## src/rtl/core/igs_pkg.sv

```systemverilog
// Shared types and constants for the interval greedy selector.
`timescale 1ns / 1ps

package igs_pkg;

  // Width of the time fields on the ports
  localparam int TIME_W = 16;

  // Default store depth and number of significant time bits
  localparam int DEF_MAX_INTERVALS = 64;
  localparam int DEF_TIME_BITS     = 16;

  typedef enum logic [1:0] {
    ST_LOAD,
    ST_SCAN,
    ST_DRAIN,
    ST_DECIDE
  } igs_state_t;

  // Commands from controller to datapath
  typedef struct packed {
    logic in_ready;    // take input items
    logic scan_clear;  // restart the scan: address to zero, drop best candidate
    logic rd_issue;    // read the store at the scan address and advance it
    logic keep;        // best candidate becomes the pending result
    logic finish;      // emit pending result as final and close the set
  } igs_cmd_t;

  // Status from datapath to controller
  typedef struct packed {
    logic in_fire;     // item accepted this cycle
    logic in_last;     // accepted item closes the set
    logic last_issue;  // scan address points at the last stored entry
    logic best_vld;    // scan found a candidate
    logic pend_vld;    // a result is held back for its final flag
    logic out_free;    // output register can take a result this cycle
  } igs_sts_t;

endpackage

```

## src/rtl/core/igs_ctrl.sv

```systemverilog
// Controller state machine of the interval greedy selector.
`timescale 1ns / 1ps

module igs_ctrl
  import igs_pkg::*;
(
  input  logic     clk,
  input  logic     rst_n,
  input  igs_sts_t sts,
  output igs_cmd_t cmd
);

  igs_state_t state_r, state_nxt;

  always_ff @(posedge clk) begin
    if (!rst_n) begin
      state_r <= ST_LOAD;
    end else begin
      state_r <= state_nxt;
    end
  end

  always_comb begin
    state_nxt = state_r;
    cmd       = '0;
    unique case (state_r)
      ST_LOAD: begin
        cmd.in_ready = 1'b1;
        if (sts.in_fire && sts.in_last) begin
          cmd.scan_clear = 1'b1;
          state_nxt      = ST_SCAN;
        end
      end
      ST_SCAN: begin
        cmd.rd_issue = 1'b1;
        if (sts.last_issue) begin
          state_nxt = ST_DRAIN;
        end
      end
      ST_DRAIN: begin
        state_nxt = ST_DECIDE;
      end
      ST_DECIDE: begin
        if (sts.best_vld) begin
          // hold until the previous pending result can move out
          if (!sts.pend_vld || sts.out_free) begin
            cmd.keep       = 1'b1;
            cmd.scan_clear = 1'b1;
            state_nxt      = ST_SCAN;
          end
        end else if (sts.out_free) begin
          cmd.finish = 1'b1;
          state_nxt  = ST_LOAD;
        end
      end
      default: begin
        state_nxt = ST_LOAD;
      end
    endcase
  end

endmodule

```

## src/rtl/core/igs_dpath.sv

```systemverilog
// Datapath of the interval greedy selector: store, scan compare, output register.
`timescale 1ns / 1ps

module igs_dpath
  import igs_pkg::*;
#(
  parameter int MAX_INTERVALS = DEF_MAX_INTERVALS,
  parameter int TIME_BITS     = DEF_TIME_BITS
) (
  input  logic                clk,
  input  logic                rst_n,
  input  logic                in_tvalid,
  input  logic [2*TIME_W-1:0] in_tdata,
  input  logic                in_tlast,
  input  igs_cmd_t            cmd,
  output igs_sts_t            sts,
  output logic                out_tvalid,
  input  logic                out_tready,
  output logic [2*TIME_W-1:0] out_tdata,
  output logic                out_tlast,
  output logic                out_tuser
);

  localparam int SW = (TIME_BITS < TIME_W) ? TIME_BITS : TIME_W;
  localparam int IW = $clog2(MAX_INTERVALS);
  localparam int CW = $clog2(MAX_INTERVALS + 1);
  localparam int KW = 2 * SW + IW;

  // Store entries are {end, start}
  logic [2*SW-1:0] mem [MAX_INTERVALS];

  logic [CW-1:0]   count_r, count_nxt;
  logic            ovf_r, ovf_nxt;
  logic            any_kept_r, any_kept_nxt;
  logic [KW-1:0]   last_key_r;
  logic [IW-1:0]   rd_idx_r;
  logic            rd_vld_r;
  logic [IW-1:0]   rd_tag_r;
  logic [2*SW-1:0] rd_data_r;
  logic            best_vld_r;
  logic [KW-1:0]   best_key_r;
  logic            pend_vld_r;
  logic [SW-1:0]   pend_s_r, pend_e_r;
  logic            out_vld_r;
  logic [SW-1:0]   out_s_r, out_e_r;
  logic            out_fin_r, out_ovf_r;

  logic            in_fire;
  logic            store_full;
  logic [KW-1:0]   cand_key;
  logic [SW-1:0]   cand_s;
  logic [SW-1:0]   last_e;
  logic            cand_ok;
  logic            out_free;
  logic            out_load;

  assign in_fire    = in_tvalid && cmd.in_ready;
  assign store_full = (count_r == CW'(MAX_INTERVALS));
  assign out_free   = !out_vld_r || out_tready;
  assign out_load   = (cmd.keep && pend_vld_r) || cmd.finish;

  // Candidate key orders by end, then start, then load position
  assign cand_key = {rd_data_r, rd_tag_r};
  assign cand_s   = rd_data_r[SW-1:0];
  assign last_e   = last_key_r[KW-1 -: SW];
  assign cand_ok  = rd_vld_r
                    && (!any_kept_r || ((cand_s >= last_e) && (cand_key > last_key_r)))
                    && (!best_vld_r || (cand_key < best_key_r));

  always_comb begin
    count_nxt    = count_r;
    ovf_nxt      = ovf_r;
    any_kept_nxt = any_kept_r;
    if (in_fire) begin
      if (store_full) begin
        ovf_nxt = 1'b1;
      end else begin
        count_nxt = count_r + CW'(1);
      end
    end
    if (cmd.keep) begin
      any_kept_nxt = 1'b1;
    end
    if (cmd.finish) begin
      count_nxt    = '0;
      ovf_nxt      = 1'b0;
      any_kept_nxt = 1'b0;
    end
  end

  // Store write and registered read
  always_ff @(posedge clk) begin
    if (in_fire && !store_full) begin
      mem[count_r[IW-1:0]] <= {in_tdata[TIME_W +: SW], in_tdata[SW-1:0]};
    end
    rd_data_r <= mem[rd_idx_r];
    rd_tag_r  <= rd_idx_r;
  end

  always_ff @(posedge clk) begin
    if (!rst_n) begin
      count_r    <= '0;
      ovf_r      <= 1'b0;
      any_kept_r <= 1'b0;
      rd_idx_r   <= '0;
      rd_vld_r   <= 1'b0;
      best_vld_r <= 1'b0;
      pend_vld_r <= 1'b0;
      out_vld_r  <= 1'b0;
    end else begin
      count_r    <= count_nxt;
      ovf_r      <= ovf_nxt;
      any_kept_r <= any_kept_nxt;
      rd_vld_r   <= cmd.rd_issue;
      if (cmd.scan_clear) begin
        rd_idx_r <= '0;
      end else if (cmd.rd_issue) begin
        rd_idx_r <= rd_idx_r + IW'(1);
      end
      if (cmd.scan_clear) begin
        best_vld_r <= 1'b0;
      end else if (cand_ok) begin
        best_vld_r <= 1'b1;
      end
      if (cmd.keep) begin
        pend_vld_r <= 1'b1;
      end else if (cmd.finish) begin
        pend_vld_r <= 1'b0;
      end
      if (out_load) begin
        out_vld_r <= 1'b1;
      end else if (out_tready) begin
        out_vld_r <= 1'b0;
      end
    end
  end

  // Payload registers
  always_ff @(posedge clk) begin
    if (cand_ok && !cmd.scan_clear) begin
      best_key_r <= cand_key;
    end
    if (cmd.keep) begin
      last_key_r <= best_key_r;
      pend_s_r   <= best_key_r[IW +: SW];
      pend_e_r   <= best_key_r[KW-1 -: SW];
    end
    if (out_load) begin
      out_s_r   <= pend_s_r;
      out_e_r   <= pend_e_r;
      out_fin_r <= cmd.finish;
      out_ovf_r <= ovf_r;
    end
  end

  always_comb begin
    sts            = '0;
    sts.in_fire    = in_fire;
    sts.in_last    = in_tlast;
    sts.last_issue = (CW'(rd_idx_r) == (count_r - CW'(1)));
    sts.best_vld   = best_vld_r;
    sts.pend_vld   = pend_vld_r;
    sts.out_free   = out_free;
  end

  assign out_tvalid = out_vld_r;
  assign out_tdata  = {TIME_W'(out_e_r), TIME_W'(out_s_r)};
  assign out_tlast  = out_fin_r;
  assign out_tuser  = out_ovf_r;

endmodule

```

## src/rtl/core/interval_greedy_selector_top.sv

```systemverilog
// Top level of the interval greedy selector.
`timescale 1ns / 1ps

// Greedy interval selection. Intervals stream in one item per cycle (start and
// end time); the item with tlast closes the set. Up to MAX_INTERVALS intervals
// are stored; items beyond that are dropped and every result of the set then
// carries the overflow flag in out_tuser. The set is ordered by end time, then
// start time, then arrival order, and an interval is kept when none has been
// kept yet or its start is not before the end of the one kept last. Kept
// intervals leave in that order, the last one marked with out_tlast.
// After the closing item the block runs one scan of the store per kept interval
// plus one closing scan. Each scan reads the store one entry per cycle through
// its single read port, then passes a compare stage and a decide state, which
// waits for a free output register whenever a result has to move into it.
// in_tready is low from the closing item until the final result has entered the
// output register; one result waits in the output register without stalling
// the next scan.

module interval_greedy_selector_top
  import igs_pkg::*;
#(
  parameter int MAX_INTERVALS = DEF_MAX_INTERVALS,
  parameter int TIME_BITS     = DEF_TIME_BITS
) (
  input  logic                clk,
  input  logic                rst_n,
  // input channel
  input  logic                in_tvalid,
  output logic                in_tready,
  input  logic [2*TIME_W-1:0] in_tdata,   // [15:0] start_time, [31:16] end_time
  input  logic                in_tlast,   // set_last
  // result channel
  output logic                out_tvalid,
  input  logic                out_tready,
  output logic [2*TIME_W-1:0] out_tdata,  // [15:0] kept_start, [31:16] kept_end
  output logic                out_tlast,  // final_kept
  output logic                out_tuser   // overflowed
);

  igs_cmd_t cmd;
  igs_sts_t sts;

  igs_ctrl u_ctrl (
    .clk   (clk),
    .rst_n (rst_n),
    .sts   (sts),
    .cmd   (cmd)
  );

  igs_dpath #(
    .MAX_INTERVALS (MAX_INTERVALS),
    .TIME_BITS     (TIME_BITS)
  ) u_dpath (
    .clk        (clk),
    .rst_n      (rst_n),
    .in_tvalid  (in_tvalid),
    .in_tdata   (in_tdata),
    .in_tlast   (in_tlast),
    .cmd        (cmd),
    .sts        (sts),
    .out_tvalid (out_tvalid),
    .out_tready (out_tready),
    .out_tdata  (out_tdata),
    .out_tlast  (out_tlast),
    .out_tuser  (out_tuser)
  );

  // Take items only while loading
  assign in_tready = cmd.in_ready;

endmodule

```

## config.mk

```make
export PLATFORM = sky130hd
export DESIGN_NAME = interval_greedy_selector_top
export DESIGN_NICKNAME = d
export VERILOG_FILES = /design/src/rtl/core/igs_pkg.sv /design/src/rtl/core/igs_ctrl.sv /design/src/rtl/core/igs_dpath.sv /design/src/rtl/core/interval_greedy_selector_top.sv
export SDC_FILE = /design/constraint.sdc
export NUM_CORES = 2
export LEC_CHECK = 0
export BUFFER_PORTS_ARGS = -buffer_cell sky130_fd_sc_hd__buf_2
export CAP_MARGIN = 5
export CORE_MARGIN = 4
export CORE_UTILIZATION = 30
export DETAILED_ROUTE_END_ITERATION = 7
export GPL_TIMING_DRIVEN = 0
export SLEW_MARGIN = 30
export SYNTH_ARGS = -nofsm -noshare
export SYNTH_HDL_FRONTEND = slang
export SYNTH_HIERARCHICAL = 1
export SYNTH_SLANG_ARGS = --single-unit
```

## constraint.sdc

```tcl
create_clock -name clk -period 11 [get_ports clk]
set_clock_uncertainty 0.05 [all_clocks]
set_input_delay 1.1 -clock clk [delete_from_list [all_inputs] [get_ports clk]]
set_output_delay 1.1 -clock clk [all_outputs]
set_load 0.01 [all_outputs]
```

==> summary.txt <==
Placement
  • Gpl congestion: 0.8468
  • Final HPWL from detailed placement: 151.7 mm
  • Port Buffers: 71
  • Pre-CTS setup slack: 6.499 ns

Synth
  • Post-Syn Area per Cell: around 24 sq um
  • Commonest cells in the netlist: edfxtp_1 (2158), mux4_2 (672), ha_1 (99), nor2_1 (96), clkbuf_1 (92)
  • Top-count cell post-synth: edfxtp_1
  • Synth area leader: edfxtp_1
  • Post-synthesis sequential area ratio: 77.52%
  • Post-synth top area share: between 70% and 80%
  • Synth Cell Area: 0.08512 sq mm
  • Post-Synthesis Cells: about 3600
  • Top FF cell, synth: edfxtp_1
  • Synthesized Nets: 3690
  • Yosys reg bits: 2217
  • Distinct cells, synth: 50
  • Post-synth EDFFs: 2158
  • Synth top area cells: edfxtp_1 (76%), mux4_2 (18%), ha_1 (1.5%)
  • Synth Warn #: 6
  • Ys async rst share: 0%

Critical path
  • Crit path depth: 9
  • CP max stage delay: 0.89 ns
  • Crit-path cells: buf_2 > or3_1 > buf_2 > nor2_1 > a21oi_1 > and2_1 > nand3_1 > nor2_4 > buf_16
  • R2R cell count: 9
  • Cell mode on critical path: buf_2
  • WP buf/inv: 3
  • Slowest stage cell on the critical path: nor2_4
  • CP Data Arrival Time: 5.09 ns
  • Critical path type: reg2reg
  • Flop2flop setup slack: approximately 6.4 ns
  • CP max FO: 17
  • Crit path capture type: flip-flop
  • Worst reg2reg startpoint: u_dpath/count_r[4]
  • Reg-to-reg endpoint: u_dpath/mem[14][0]
  • Crit path max-delay family: simple AND/OR/NAND/NOR gates
  • Startpoint Class: flip-flop
  • CP required: 11.48 ns

Hold path
  • Hold Path Origin: u_dpath/rd_idx_r[2]
  • Hold worst-path end: u_dpath/rd_tag_r[2]
  • Hold WC Path Type: reg2reg
  • Worst hold stages: 0

STA
  • Final worst slack: ~6.4 ns
  • Pins over their slew limit: 0
  • Crit share post-route: about two fifths
  • Setup TNS: 0 ns
  • Finish-stage setup viols: 0
  • Final Hold Vio Count: 0
  • Worst-margin pin slew: 1.101 ns
  • Fmax: 0.2171 GHz
  • RSZ-0062 raised after global routing: false
  • Post-layout minimum cycle time: 4.606 ns
  • Slew headroom: 26.63%

GRT
  • Number of global-route vias before repair: 40260
  • Largest net degree at the start of global routing: 65
  • Initial antenna violation count: 29
  • GRT Total Usage: 15.09%
  • GRT overflow: 0
  • First-pass GRT wire length: 313.5 mm

Clocking
  • Clock Path Buffers: 3
  • CTS Root Cell: clkbuf_16
  • H-tree depth: 4
  • Post-CTS Resized: 0
  • Post-CTS Setup Bufs: 0
  • CTS tree: built
  • Clock transition at path regs: approximately 0.06 ns
  • CTS sink count: roughly 2200
  • Insertion delay to the later sink of the worst-skew pair: slightly below 0.9 ns
  • Post-CTS Hold Fix Bufs: 0
  • CTS buffer count: 215

Pwr
  • Final Power: ~21 mW
  • Leak: ~31 nW
  • Power Density: 203.4 mW/mm^2
  • Max IR drop VDD: ~0.14 mV

Die
  • Die span in x: 540.7 um
  • FP Rows: around 200
  • DIE HEIGHT: ~540 um
  • I/O pin cnt: 73
  • Initial Utilization: between 30% and 40%
  • Placeable Area: 0.2823 sq mm
  • Die Area: 0.2923 sq mm

Final layout
  • Synth-to-Final Area Change: 19.17%
  • Share of layout cells above drive strength 1: 32.86%
  • Fin nets: 4114
  • Layout Utilization: roughly 36%

Detailed routing
  • Routed wire length: about 220 mm
  • Drt initial violations: 4779
  • Number of antenna-violating nets in the routed design: 0
  • Average wire per standard cell: 28.17 um
  • Routed vias: 40080
  • Number of vias per cell: between 5 and 6
  • Drt drc: 0
  • Drt pass-1 iters: 5

Flow run
  • Max-Cap Viols: 0

Run status
  • Status: complete, no violations
registers in the layout, indices dropped and copies added, names as in the netlist, 6 cells and up:
signal / flops
u_dpath/rd_idx_r: 6
u_dpath/rd_data_r: 32
u_dpath/mem: 2048
u_dpath/out_e_r: 16
u_dpath/count_r: 7
u_dpath/best_key_r: 38
u_dpath/last_key_r: 38
u_dpath/rd_tag_r: 6
u_dpath/out_s_r: 16
through the flow:
stage	instances	hold WS, ns	cell area [sq um]
after global routing	7911	0.3040	101400
after CTS	7906	0.2986	101400
after global placement	7368	0.2825	90160
final	7931	0.2997	101400
after floorplan	3554	0.2790	85120
after detailed placement	7504	0.2847	94250
layout make-up:
cell class / count / area, sq um
Fill cell: 25350 / 180900
Sequential cell: 2217 / 65980
Multi-Input combinational cell: 1083 / 18560
Clock buffer: 265 / 5669
Tap cell: 3743 / 4683
Timing Repair Buffer: 207 / 3910
Clock inverter: 137 / 1436
Buffer: 167 / 809.5
Inverter: 87 / 326.6
Antenna cell: 25 / 62.56
layer usage:
| layer | part of all wire, % | global-route usage, % | wire [um] | up-vias |
|---|---|---|---|---|
| li1 | - | - | - | 16110 |
| met1 | 40 | 20.33 | 88950 | 21890 |
| met2 | 49 | 24.62 | 108500 | 1707 |
| met3 | 8.2 | 2.848 | 18220 | 362 |
| met4 | 3.4 | 5.150 | 7699 | 8 |
| met5 | 0.018 | 0 | 41 | - |
how the worst max path moves through the flow:
stage                        startpoint                      to  slack, ns
floorplan                    out_tready   u_dpath/best_key_r[0]       1.57
global placement             out_tready  u_dpath/best_key_r[14]      -3.02
detailed placement            in_tvalid      u_dpath/mem[14][0]       6.50
CTS                 u_dpath/rd_idx_r[1]    u_dpath/rd_data_r[9]       6.58
global route         u_dpath/count_r[0]      u_dpath/mem[14][0]       6.23
finish               u_dpath/count_r[4]      u_dpath/mem[14][0]       6.39
report_power, final:
| group | internal (mW) | total, mW | switching, mW | leakage (nW) |
|---|---|---|---|---|
| Clock | 4.10 | 7.32 | 3.22 | 3.46 |
| Sequential | 9.46 | 9.58 | 0.121 | 19.9 |
| Combinational | 1.67 | 3.74 | 2.06 | 7.54 |
logic make-up after synthesis:
family / share of synthesized area [%]
simple gates: 1.111
fa+ha+maj: 1.455
flops: 77.52
xor+xnor: 0.1955
compound gates: 0.6321
buf+inv: 1.274
mux: 17.82
worst register-to-register path, delay by kind of cell (launching register included):
family / cells / cell delay, ns
buf+inv: 3 / 0.88
compound gates: 1 / 0.68
simple gates: 5 / 2.31
flops: 1 / 0.31
cells in the final DEF, fill, tap and decap left out, types with 45 or more instances in the layout:
cell / count
edfxtp_1: 2158
mux4_2: 672
clkbuf_16: 216
buf_16: 117
clkbuf_1: 114
ha_1: 99
buf_2: 92
inv_1: 85
nor2_4: 63
dfxtp_1: 59
buf_4: 53
clkinv_2: 45
No activity file was read; power rests on OpenSTA's default activity.
